### src/rtl/assert_macros.svh
// ----------------------------------------------------------------------------
// assert_macros.svh
// Concurrent assertion helpers, sampled on clk, disabled while rst_n is low.
// ----------------------------------------------------------------------------
`ifndef ASSERT_MACROS_SVH
`define ASSERT_MACROS_SVH

// expr must hold at every sampled edge
`define ASSERT_ALWAYS(lbl, expr, msg) \
  lbl: assert property (@(posedge clk) disable iff (!rst_n) (expr)) else $error(msg);

// cons must hold in the cycle after ante
`define ASSERT_NEXT(lbl, ante, cons, msg) \
  lbl: assert property (@(posedge clk) disable iff (!rst_n) (ante) |=> (cons)) \
    else $error(msg);

`endif

### src/rtl/pcx_pkg.sv
// ----------------------------------------------------------------------------
// pcx_pkg
// Shared types and constants of the PCX run-length pixel decoder.
// ----------------------------------------------------------------------------
package pcx_pkg;

  localparam int unsigned CFG_IDX_W = 2;

  localparam logic [CFG_IDX_W-1:0] CFG_IMAGE_WIDTH  = 2'd0;
  localparam logic [CFG_IDX_W-1:0] CFG_IMAGE_HEIGHT = 2'd1;
  localparam logic [CFG_IDX_W-1:0] CFG_LINE_BYTES   = 2'd2;

  localparam logic [7:0] RUN_MARK = 8'hC0;
  localparam logic [7:0] RUN_MASK = 8'h3F;

  localparam logic KIND_PIXEL = 1'b0;
  localparam logic KIND_ERROR = 1'b1;

  typedef struct packed {
    logic [7:0] code_byte;
    logic       stream_end;
  } in_item_t;

  typedef struct packed {
    logic       result_kind;
    logic [7:0] pixel_index;
    logic       last_pixel;
  } out_item_t;

  typedef struct packed {
    logic load_in;
    logic step;
    logic use_latched;
    logic set_marker;
    logic start_run;
    logic count_dec;
    logic emit_err;
    logic clear;
  } ctrl_cmd_t;

  typedef struct packed {
    logic done;
    logic run_waiting;
    logic is_marker;
    logic count_zero;
    logic end_flag;
    logic out_free;
  } dp_status_t;

endpackage

### src/rtl/pcx_rle_pixel_decoder.sv
// ----------------------------------------------------------------------------
// pcx_rle_pixel_decoder
// Run-length decoder for 8-bit single-plane PCX image data.
// ----------------------------------------------------------------------------
// Input channel (in_valid/in_stall/in_data) takes one encoded byte per beat.
// Output channel (out_valid/out_stall/out_data) gives one palette index per
// beat, last_pixel on the final visible pixel, or one error beat when the
// stream ends before the image is complete.
// Config port (cfg_valid/cfg_ready/cfg_index/cfg_data) is always ready; write
// only while idle. Index 0 width, 1 height, 2 bytes per line.
// Latency: a visible literal shows on out_valid the cycle after its beat.
// Throughput: one literal or marker byte per cycle while the output is free. The
// value byte of a run holds input while the run counter steps one pixel per
// cycle when the output is free. stream_end holds input for the end check.
// Out_stall holds the output register and the sequencer; input stalls too.
// Reset (rst_n low, synchronous) clears decode state, sets the config registers to 1.
// ----------------------------------------------------------------------------
`include "assert_macros.svh"

module pcx_rle_pixel_decoder (
  input  logic                          clk,
  input  logic                          rst_n,
  input  logic                          in_valid,
  output logic                          in_stall,
  input  pcx_pkg::in_item_t             in_data,
  output logic                          out_valid,
  input  logic                          out_stall,
  output pcx_pkg::out_item_t            out_data,
  input  logic                          cfg_valid,
  output logic                          cfg_ready,
  input  logic [pcx_pkg::CFG_IDX_W-1:0] cfg_index,
  input  logic [15:0]                   cfg_data
);

  pcx_pkg::ctrl_cmd_t  cmd;
  pcx_pkg::dp_status_t status;

  assign cfg_ready = 1'b1;

  pcx_controller u_ctrl (
    .clk      (clk),
    .rst_n    (rst_n),
    .in_valid (in_valid),
    .in_end   (in_data.stream_end),
    .in_stall (in_stall),
    .status   (status),
    .cmd      (cmd)
  );

  pcx_datapath u_dp (
    .clk       (clk),
    .rst_n     (rst_n),
    .in_data   (in_data),
    .cfg_we    (cfg_valid && cfg_ready),
    .cfg_index (cfg_index),
    .cfg_data  (cfg_data),
    .cmd       (cmd),
    .status    (status),
    .out_valid (out_valid),
    .out_stall (out_stall),
    .out_data  (out_data)
  );

  `ASSERT_ALWAYS(a_err_beat, !(out_valid && out_data.result_kind == pcx_pkg::KIND_ERROR) || (out_data.last_pixel && out_data.pixel_index == 8'd0), "error beat malformed")
  `ASSERT_NEXT(a_end_holds, in_valid && !in_stall && in_data.stream_end, in_stall, "input taken during end check")
  `ASSERT_ALWAYS(a_no_overrun, !(in_valid && !in_stall) || !(out_valid && out_stall), "input taken while output blocked")

endmodule

### src/rtl/pcx_datapath.sv
// ----------------------------------------------------------------------------
// pcx_datapath
// Config registers, decode position counters, run counter and output register.
// ----------------------------------------------------------------------------
module pcx_datapath (
  input  logic                         clk,
  input  logic                         rst_n,
  input  pcx_pkg::in_item_t            in_data,
  input  logic                         cfg_we,
  input  logic [pcx_pkg::CFG_IDX_W-1:0] cfg_index,
  input  logic [15:0]                  cfg_data,
  input  pcx_pkg::ctrl_cmd_t           cmd,
  output pcx_pkg::dp_status_t          status,
  output logic                         out_valid,
  input  logic                         out_stall,
  output pcx_pkg::out_item_t           out_data
);

  logic [15:0] width_r, height_r, line_r;
  logic        wait_r;
  logic [5:0]  run_len_r;
  logic [5:0]  count_r;
  logic [15:0] col_r, row_r;
  logic        done_r;
  logic [7:0]  byte_r;
  logic        end_r;
  logic        out_valid_r;
  pcx_pkg::out_item_t out_data_r;

  logic [15:0] lw, h, w, vis;
  logic [15:0] col1, row1, col2;
  logic [15:0] st_col, st_row;
  logic        st_done, st_emit, st_last;
  logic        wrap;
  logic [7:0]  step_byte;
  logic        out_free;

  assign lw  = (line_r   == 16'd0) ? 16'd1 : line_r;
  assign h   = (height_r == 16'd0) ? 16'd1 : height_r;
  assign w   = (width_r  == 16'd0) ? 16'd1 : width_r;
  assign vis = (w < lw) ? w : lw;

  assign step_byte = cmd.use_latched ? byte_r : in_data.code_byte;
  assign out_free  = !out_valid_r || !out_stall;

  always_comb begin
    st_col  = col_r;
    st_row  = row_r;
    st_done = done_r;
    st_emit = 1'b0;
    st_last = 1'b0;
    wrap    = col_r >= lw;
    col1    = wrap ? 16'd0 : col_r;
    row1    = wrap ? row_r + 16'd1 : row_r;
    col2    = col1 + 16'd1;
    if (!done_r) begin
      if (row_r >= h) begin
        st_done = 1'b1;
      end else if (wrap && (row1 >= h)) begin
        st_col  = col1;
        st_row  = row1;
        st_done = 1'b1;
      end else begin
        st_emit = col1 < vis;
        st_last = (row1 == h - 16'd1) && (col1 == vis - 16'd1);
        if (col2 >= lw) begin
          st_col  = 16'd0;
          st_row  = row1 + 16'd1;
          st_done = (row1 + 16'd1) >= h;
        end else begin
          st_col = col2;
          st_row = row1;
        end
      end
    end
  end

  always_ff @(posedge clk) begin
    if (!rst_n) begin
      width_r  <= 16'd1;
      height_r <= 16'd1;
      line_r   <= 16'd1;
    end else if (cfg_we) begin
      case (cfg_index)
        pcx_pkg::CFG_IMAGE_WIDTH:  width_r  <= cfg_data;
        pcx_pkg::CFG_IMAGE_HEIGHT: height_r <= cfg_data;
        pcx_pkg::CFG_LINE_BYTES:   line_r   <= cfg_data;
        default: ;
      endcase
    end
  end

  always_ff @(posedge clk) begin
    if (!rst_n || cmd.clear) begin
      wait_r    <= 1'b0;
      run_len_r <= 6'd0;
      count_r   <= 6'd0;
      col_r     <= 16'd0;
      row_r     <= 16'd0;
      done_r    <= 1'b0;
    end else begin
      if (cmd.step) begin
        col_r  <= st_col;
        row_r  <= st_row;
        done_r <= st_done;
      end
      if (cmd.set_marker) begin
        run_len_r <= in_data.code_byte[5:0] & pcx_pkg::RUN_MASK[5:0];
        wait_r    <= 1'b1;
      end
      if (cmd.start_run) begin
        count_r   <= run_len_r;
        run_len_r <= 6'd0;
        wait_r    <= 1'b0;
      end else if (cmd.count_dec) begin
        count_r <= count_r - 6'd1;
      end
    end
  end

  always_ff @(posedge clk) begin
    if (!rst_n) begin
      end_r <= 1'b0;
    end else if (cmd.load_in) begin
      end_r <= in_data.stream_end;
    end
  end

  always_ff @(posedge clk) begin
    if (cmd.load_in) begin
      byte_r <= in_data.code_byte;
    end
  end

  always_ff @(posedge clk) begin
    if (!rst_n) begin
      out_valid_r <= 1'b0;
    end else if ((cmd.step && st_emit) || cmd.emit_err) begin
      out_valid_r <= 1'b1;
    end else if (!out_stall) begin
      out_valid_r <= 1'b0;
    end
  end

  always_ff @(posedge clk) begin
    if (cmd.step && st_emit) begin
      out_data_r.result_kind <= pcx_pkg::KIND_PIXEL;
      out_data_r.pixel_index <= step_byte;
      out_data_r.last_pixel  <= st_last;
    end else if (cmd.emit_err) begin
      out_data_r.result_kind <= pcx_pkg::KIND_ERROR;
      out_data_r.pixel_index <= 8'd0;
      out_data_r.last_pixel  <= 1'b1;
    end
  end

  assign status.done        = done_r;
  assign status.run_waiting = wait_r;
  assign status.is_marker   = (in_data.code_byte & pcx_pkg::RUN_MARK) == pcx_pkg::RUN_MARK;
  assign status.count_zero  = count_r == 6'd0;
  assign status.end_flag    = end_r;
  assign status.out_free    = out_free;

  assign out_valid = out_valid_r;
  assign out_data  = out_data_r;

endmodule

### src/rtl/pcx_controller.sv
// ----------------------------------------------------------------------------
// pcx_controller
// Sequencer: byte intake, run expansion and end-of-stream handling.
// ----------------------------------------------------------------------------
module pcx_controller (
  input  logic                clk,
  input  logic                rst_n,
  input  logic                in_valid,
  input  logic                in_end,
  output logic                in_stall,
  input  pcx_pkg::dp_status_t status,
  output pcx_pkg::ctrl_cmd_t  cmd
);

  typedef enum logic [2:0] {
    S_IDLE = 3'b001,
    S_RUN  = 3'b010,
    S_END  = 3'b100
  } state_t;

  state_t state_r, state_nxt;
  logic   accept;

  assign in_stall = !((state_r == S_IDLE) && status.out_free);
  assign accept   = in_valid && !in_stall;

  always_comb begin
    cmd       = '0;
    state_nxt = state_r;
    unique case (state_r)
      S_IDLE: begin
        if (accept) begin
          cmd.load_in = 1'b1;
          if (!status.done && status.run_waiting) begin
            cmd.start_run = 1'b1;
            state_nxt     = S_RUN;
          end else begin
            if (!status.done && status.is_marker) begin
              cmd.set_marker = 1'b1;
            end else if (!status.done) begin
              cmd.step = 1'b1;
            end
            if (in_end) begin
              state_nxt = S_END;
            end
          end
        end
      end
      S_RUN: begin
        if (status.count_zero || status.done) begin
          state_nxt = status.end_flag ? S_END : S_IDLE;
        end else if (status.out_free) begin
          cmd.step        = 1'b1;
          cmd.use_latched = 1'b1;
          cmd.count_dec   = 1'b1;
        end
      end
      S_END: begin
        if (status.done) begin
          cmd.clear = 1'b1;
          state_nxt = S_IDLE;
        end else if (status.out_free) begin
          cmd.emit_err = 1'b1;
          cmd.clear    = 1'b1;
          state_nxt    = S_IDLE;
        end
      end
      default: state_nxt = S_IDLE;
    endcase
  end

  always_ff @(posedge clk) begin
    if (!rst_n) begin
      state_r <= S_IDLE;
    end else begin
      state_r <= state_nxt;
    end
  end

endmodule

### config.mk
export PLATFORM = sky130hd
export DESIGN_NAME = pcx_rle_pixel_decoder
export DESIGN_NICKNAME = d
export VERILOG_FILES = /design/src/rtl/pcx_pkg.sv /design/src/rtl/pcx_rle_pixel_decoder.sv /design/src/rtl/pcx_datapath.sv /design/src/rtl/pcx_controller.sv
export VERILOG_INCLUDE_DIRS = /design/src /design/src/rtl
export SDC_FILE = /design/constraint.sdc
export NUM_CORES = 1
export LEC_CHECK = 0
export BUFFER_PORTS_ARGS = -buffer_cell sky130_fd_sc_hd__buf_2
export CAP_MARGIN = 15
export CELL_PAD_IN_SITES_DETAIL_PLACEMENT = 0
export CELL_PAD_IN_SITES_GLOBAL_PLACEMENT = 1
export CORE_MARGIN = 2
export CORE_UTILIZATION = 40
export CTS_BUF_LIST = sky130_fd_sc_hd__clkbuf_4 sky130_fd_sc_hd__clkbuf_8
export CTS_CLUSTER_DIAMETER = 150
export DETAILED_ROUTE_END_ITERATION = 10
export GPL_ROUTABILITY_DRIVEN = 0
export HOLD_SLACK_MARGIN = 0.1
export PLACE_DENSITY = 0.71
export SYNTH_ARGS = -nofsm -noshare
export SYNTH_HDL_FRONTEND = slang
export SYNTH_SLANG_ARGS = --single-unit
### constraint.sdc
create_clock -name clk -period 6.7 [get_ports clk]
set_input_delay 1.005 -clock clk [delete_from_list [all_inputs] [get_ports clk]]
set_output_delay 1.005 -clock clk [all_outputs]
set_load 0.01 [all_outputs]
## Word level (Yosys, flattened, before mapping)

Index checks and enable logic that the tools add are counted.

- Register bits after elaboration: 117
- Bits in latches: 0
- RAM bits: 0
- Output and inout port bits: 13
- Word-level logic and storage cells: 128
- Memories: 0
- Bits in read-only memories: 0

- Shift-type cells: 0
- Bitwise operators: 2
- Reductions and logical operators: 29
- Add/subtract/negate cells: 6
- Mux-type cells: 55
- Order comparisons: 7
- Multiply operators: 0
- Eq/ne operators: 13
- Divide/modulo/power cells: 0

Operators with widths:

| cell | number |
|---|---|
| $mux W16 | 10 |
| $ge A16 B16 Y1 | 5 |
| $add A16 B1 Y16 const B | 3 |
| $logic_not A16 Y1 | 3 |
| $eq A16 B16 Y1 | 2 |
| $lt A16 B16 Y1 | 2 |
| $sub A16 B1 Y16 const B | 2 |
| $mux W1 | 25 |
| $mux W3 | 7 |
| $mux W9 | 2 |
| $mux W2 | 6 |
| $mux W6 | 2 |
| $pmux W3 S3 | 1 |
| $mux W8 | 1 |
| $logic_and A1 B1 Y1 | 7 |
| $logic_not A6 Y1 | 1 |
| $ne A2 B1 Y1 const B | 3 |
| $reduce_and A2 Y1 | 3 |
| $sub A6 B1 Y6 const B | 1 |
| $logic_not A1 Y1 | 5 |
| $eq A2 B2 Y1 const B | 2 |
| $logic_or A1 B1 Y1 | 4 |
| $reduce_and A4 Y1 | 1 |
| $reduce_bool A2 Y1 | 2 |
| other kinds (11) | 12 |

## Longest topological paths before layout

- Depth after elaboration: 12
- Mapped depth: 32

## Modules after synthesis

A second synthesis with hierarchy kept.

- Cells, all modules: 1269
- Area total of the unflattened synthesis: 9945.8 µm²

By module, submodules not included:

| module | area an instance (µm²) | times used | cells each | seq. area each (µm²) |
|---|---|---|---|---|
| pcx_datapath | 9618.0 | 1 | 1230 | 2452.4 |
| pcx_controller | 316.6 | 1 | 37 | 60.1 |
| pcx_rle_pixel_decoder | 11.3 | 1 | 2 | 0.0 |

## Worst setup path before layout

OpenSTA, ideal clock, no wires.

- Kind: register to register
- From: register u_dp.line_r[9]
- To: register u_dp.col_r[13]
- Setup time: 0.070 ns
- Cell stages (with the launch flop): 32
- Required time: 6.630 ns
- Path slack: 0.764 ns
- Buffers on the path: 6
- Period minus slack after synthesis: 5.936 ns
- Arrival: 5.866 ns
- Cells stage by stage: dfxtp_1 clkbuf_1 nor4_1 a41oi_1 inv_1 ha_1 nor2_1 a21oi_1 o31ai_4 a21o_1 buf_6 buf_2 clkbuf_1 nand2_1 inv_1 ha_1 nand2_1 nor2_1 and4_1 nand4_1 nor2_1 nand4_1 xnor2_1 ha_1 a21o_1 a211oi_1 o31ai_1 clkbuf_1 nor3_1 clkbuf_1 nand2_1 a21oi_1

- Longest elaborated chain between the ends: 8

RTL lines:

| what | line | RTL |
|---|---|---|
| from (decl) | pcx_datapath.sv:19 | `logic [15:0] width_r, height_r, line_r;` |
| from (signal assigned) | pcx_datapath.sv:87 | `pcx_pkg::CFG_LINE_BYTES: line_r <= cfg_data;` |
| $logic_not A16 Y1 | pcx_datapath.sv:38 | `assign lw = (line_r == 16'd0) ? 16'd1 : line_r;` |
| $mux W16 (*) | pcx_datapath.sv:38 |  |
| $ge A16 B16 Y1 | pcx_datapath.sv:52 | `wrap = col_r >= lw;` |
| $mux W16 | pcx_datapath.sv:53 | `col1 = wrap ? 16'd0 : col_r;` |
| $add A16 B1 Y16 | pcx_datapath.sv:55 | `col2 = col1 + 16'd1;` |
| $ge A16 B16 Y1 | pcx_datapath.sv:66 | `if (col2 >= lw) begin` |
| $mux W16 | pcx_datapath.sv:66 |  |
| $mux W16 (*) | pcx_datapath.sv:59 | `end else if (wrap && (row1 >= h)) begin` |
| to (signal assigned) | pcx_datapath.sv:103 | `col_r <= st_col;` |
| to (decl) | pcx_datapath.sv:23 | `logic [15:0] col_r, row_r;` |

Every way passes the cells marked *; elsewhere a longest branch is shown, timed or not.
A chain may end at the register's enable or synchronous reset.

## Worst setup path after layout

- From: register u_dp.line_r[6]
- To: register u_dp.out_data_r (netlist bit u_dp.out_data[4]), enable pin

- Longest elaborated chain between the ends: 11

RTL lines:

| what | line | RTL |
|---|---|---|
| $logic_not A16 Y1 | pcx_datapath.sv:38 |  |
| $mux W16 (*) | pcx_datapath.sv:38 |  |
| $ge A16 B16 Y1 | pcx_datapath.sv:52 |  |
| $mux W16 | pcx_datapath.sv:54 | `row1 = wrap ? row_r + 16'd1 : row_r;` |
| $ge A16 B16 Y1 | pcx_datapath.sv:59 |  |
| $logic_and A1 B1 Y1 | pcx_datapath.sv:59 |  |
| $mux W1 (*) | pcx_datapath.sv:59 |  |
| $mux W1 (*) | pcx_datapath.sv:57 | `if (row_r >= h) begin` |
| $mux W1 (*) | pcx_datapath.sv:56 | `if (!done_r) begin` |
| $logic_and A1 B1 Y1 (*) | pcx_datapath.sv:146 | `if (cmd.step && st_emit) begin` |
| $reduce_bool A2 Y1 (no line) (*) | -- |  |
| to (decl) | pcx_datapath.sv:28 | `pcx_pkg::out_item_t out_data_r;` |

Marks and branches as above.

==> results.json <==
{
  "coreArea_um2": 24250,
  "cts_buffers": 17,
  "start_kind": "register",
  "chipWidth_um": 160.9,
  "yosysSeqAreaShare_pct": 25.53,
  "cts_tree": "done",
  "postRouteAntennaNets": 0,
  "routed_wl_um": 29880,
  "fin_nets": 1386,
  "gr-total-overflow": 0,
  "dr.pass1.iters": 5,
  "leakagePower_uw": 0.004358,
  "hold_violations": 0,
  "rows": 57,
  "min_from": "u_dp.count_r[4]$_SDFFE_PP0P_",
  "rsz0062_at_grt": "no",
  "wl_per_cell_um": 18.99,
  "clock_latency_ps": 450,
  "synth_commonest_cells": "nand2_1, ha_1, dfxtp_1, nor2_1, xnor2_1",
  "fin_skew_ps": 19.09,
  "setup_viol": 0,
  "drt_iter0_drc": 602,
  "post_cts_resized": 0,
  "path_clk_slew_ps": 100,
  "maxSlewHeadroom_pct": 37.21,
  "vias_per_cell": 5.609,
  "rr_worst_depth": 23,
  "dieArea_um2": 25880,
  "syn_inst": 1222,
  "postCtsSetupRepairBufs": 0,
  "synth_seq_cells": 117,
  "numClockSinks": 117,
  "synth_warnings": 0,
  "outcome": "finished, final reports clean",
  "r2r-end": "u_dp.out_data[4]$_SDFFCE_PN0P_",
  "cp_cell_sequence": "nor4_1 -> a41oi_1 -> buf_4 -> inv_1 -> ha_1 -> nor2_1 -> a21oi_1 -> o31ai_4 -> buf_4 -> a211oi_4 -> and3_1 -> xnor2_1 -> inv_1 -> ha_1 -> a21oi_1 -> o21ai_0 -> a221oi_1 -> o21ai_0 -> nand2_1 -> inv_1 -> nor2_1 -> nand3_1 -> nand2_1",
  "grt_max_degree": 56,
  "synth_top_area_cell": "dfxtp_1",
  "r2r_start": "u_dp.line_r[6]$_SDFFE_PN0P_",
  "synth-edff-count": 17,
  "synth_flop_cell": "dfxtp_1",
  "cp-end-kind": "register",
  "synth_top_area_share_pct": 20.34,
  "start_util_pct": 40.59,
  "drc": 0,
  "avgSynthCellArea_um2": 8.054,
  "vias": 8823,
  "cellPowerDensity_nw_per_um2": 208.4,
  "syn-num-nets": 1372,
  "hpwl_um": 23180,
  "async_reset_ff_share_pct": 0,
  "cts-root-buf": "clkbuf_8",
  "grt_pass1_vias": 8343,
  "cp_slowest_cell": "xnor2_1",
  "timing.hold.worst.class": "reg2reg",
  "worst-setup-path-type": "reg2reg",
  "grt_pass1_wl_um": 47470,
  "tightest_slew_ps": 934.0,
  "totalNegativeSetupSlack_ps": 0,
  "num_antenna_cells": 0,
  "path_common_cell": "inv_1",
  "htreeDepth": 4,
  "hold_buffers": 0,
  "required_ps": 6820,
  "power_uw": 2241,
  "track_usage_pct": 23.42,
  "min_path_cells": 2,
  "crit_fanout": 11,
  "max_freq_ghz": 0.1607,
  "synth_cell_type_count": 84,
  "maxCapViolCount": 0,
  "ir_worst_vdd_v": 0.0001503,
  "die_height_um": 160.9,
  "period_needed_ps": 6222,
  "area_growth_pct": 9.268,
  "min_to": "u_dp.count_r[4]$_SDFFE_PP0P_",
  "crit_arrival_ps": 6340,
  "syn_area_um2": 9842,
  "clockBufferDepth": 2,
  "finalMaxSlewViolations": 0,
  "yosys-top-cells-area": "dfxtp_1, ha_1, nand2_1, xnor2_1, edfxtp_1",
  "min_period_over_period_pct": 92.86,
  "port-buffer-count": 43,
  "slowest_delay_ps": 650,
  "grt_antenna_before_repair": 0,
  "ios": 45,
  "drive_gt1_share_pct": 9.928,
  "synth_most_common_cell": "nand2_1",
  "r2r_setup_slack_ps": 480
}
sequential cells by signal, summed over array words and instances (netlist names):
register        count
u_dp.end_r          1
u_dp.wait_r         1
u_dp.col_r         16
u_dp.height_r      16
u_dp.count_r        6
u_dp.run_len_r      6
u_dp.byte_r         8
u_dp.row_r         16
u_dp.out_data      10
u_dp.done_r         1
u_dp.line_r        16
u_dp.out_valid      1
u_ctrl.state_r      3
u_dp.width_r       16
per-stage QoR:
| stage | hold slack [ps] | std cells | setup WS (ps) | cell area (µm²) | utilization (%) |
|---|---|---|---|---|---|
| after global routing | 496.5 | 1573 | 93.91 | 10750 | 44.35 |
| after detailed placement | 455.9 | 1541 | 607.4 | 10340 | 42.64 |
| final | 467.3 | 1573 | 478.3 | 10750 | 44.35 |
| after global placement | 450.7 | 1541 | 704.5 | 10340 | 42.64 |
| after floorplan | 441.7 | 1222 | 764.3 | 9842 | - |
| after CTS | 469.7 | 1573 | 571.5 | 10750 | 44.35 |
logic make-up after synthesis:
group,after synthesis,synth area share [%]
simple gates,459,22.58
compound gates,263,18.93
buf+inv,131,5.276
fa+ha+maj,118,15.00
flops,117,25.53
xor+xnor,103,9.586
mux,30,3.064
other cells,1,0.03810
how the worst max path moves through the flow:
| stage | startpoint | end | slack (ps) |
|---|---|---|---|
| floorplan | u_dp.line_r[9]$_SDFFE_PN0P_ | u_dp.col_r[13]$_SDFFE_PP0P_ | 760 |
| global placement | u_dp.line_r[6]$_SDFFE_PN0P_ | u_dp.out_data[4]$_SDFFCE_PN0P_ | 700 |
| detailed placement | u_dp.line_r[6]$_SDFFE_PN0P_ | u_dp.out_data[8]$_SDFFCE_PN0P_ | 610 |
| CTS | u_dp.line_r[6]$_SDFFE_PN0P_ | u_dp.out_data[0]$_SDFFCE_PN1P_ | 570 |
| global route | u_dp.line_r[6]$_SDFFE_PN0P_ | u_dp.out_data[8]$_SDFFCE_PN0P_ | 90 |
| finish | u_dp.line_r[6]$_SDFFE_PN0P_ | u_dp.out_data[4]$_SDFFCE_PN0P_ | 480 |
worst max-delay path, delay by kind of cell, from the launching register on:
family                     cells  cell delay, ps
adders and majority gates      2             610
AOI/OAI and AO/OA              8            1320
buffers and inverters          5             860
and+or+nand+nor                7            2080
xor gates and xnor gates       1             650
DFF                            1             390
layer usage:
metal	part of all wire (%)	up-vias	GRT usage (%)
li1	-	4386	-
met1	51	4189	35.17
met2	42	213	35.00
met3	4.2	35	2.944
met4	2.3	0	6.575
met5	0	-	0
area by class of cell:
cell class / instances / area (µm²)
sequential: 117 / 2512
timing repair buffer: 61 / 350.3
inverter: 65 / 244.0
clock buffer: 17 / 234.0
clock inverter: 15 / 181.4
multi-input combinational: 974 / 6827
fill: 2489 / 13490
tap: 324 / 405.4
layout by cell type, fill, tap and decap left out, types with 25 or more instances in the layout:
cell type	Yosys	layout
a21oi_1	51	51
nor4_1	25	25
o21ai_0	33	32
nand2_1	186	186
dfxtp_1	100	100
buf_2	7	43
xnor2_1	72	72
mux2i_1	29	29
inv_1	64	64
nor3_1	27	26
nand3_1	34	34
xor2_1	27	27
nor2_1	86	86
ha_1	118	118
a21boi_0	47	47
where the power goes:
group / internal, µW / switching (µW) / total (µW)
Combinational: 256 / 442 / 698
Sequential: 774 / 42.0 / 816
Clock: 348 / 379 / 727
Total: 1380 / 863 / 2240
Power figures use the tool's default switching activity.
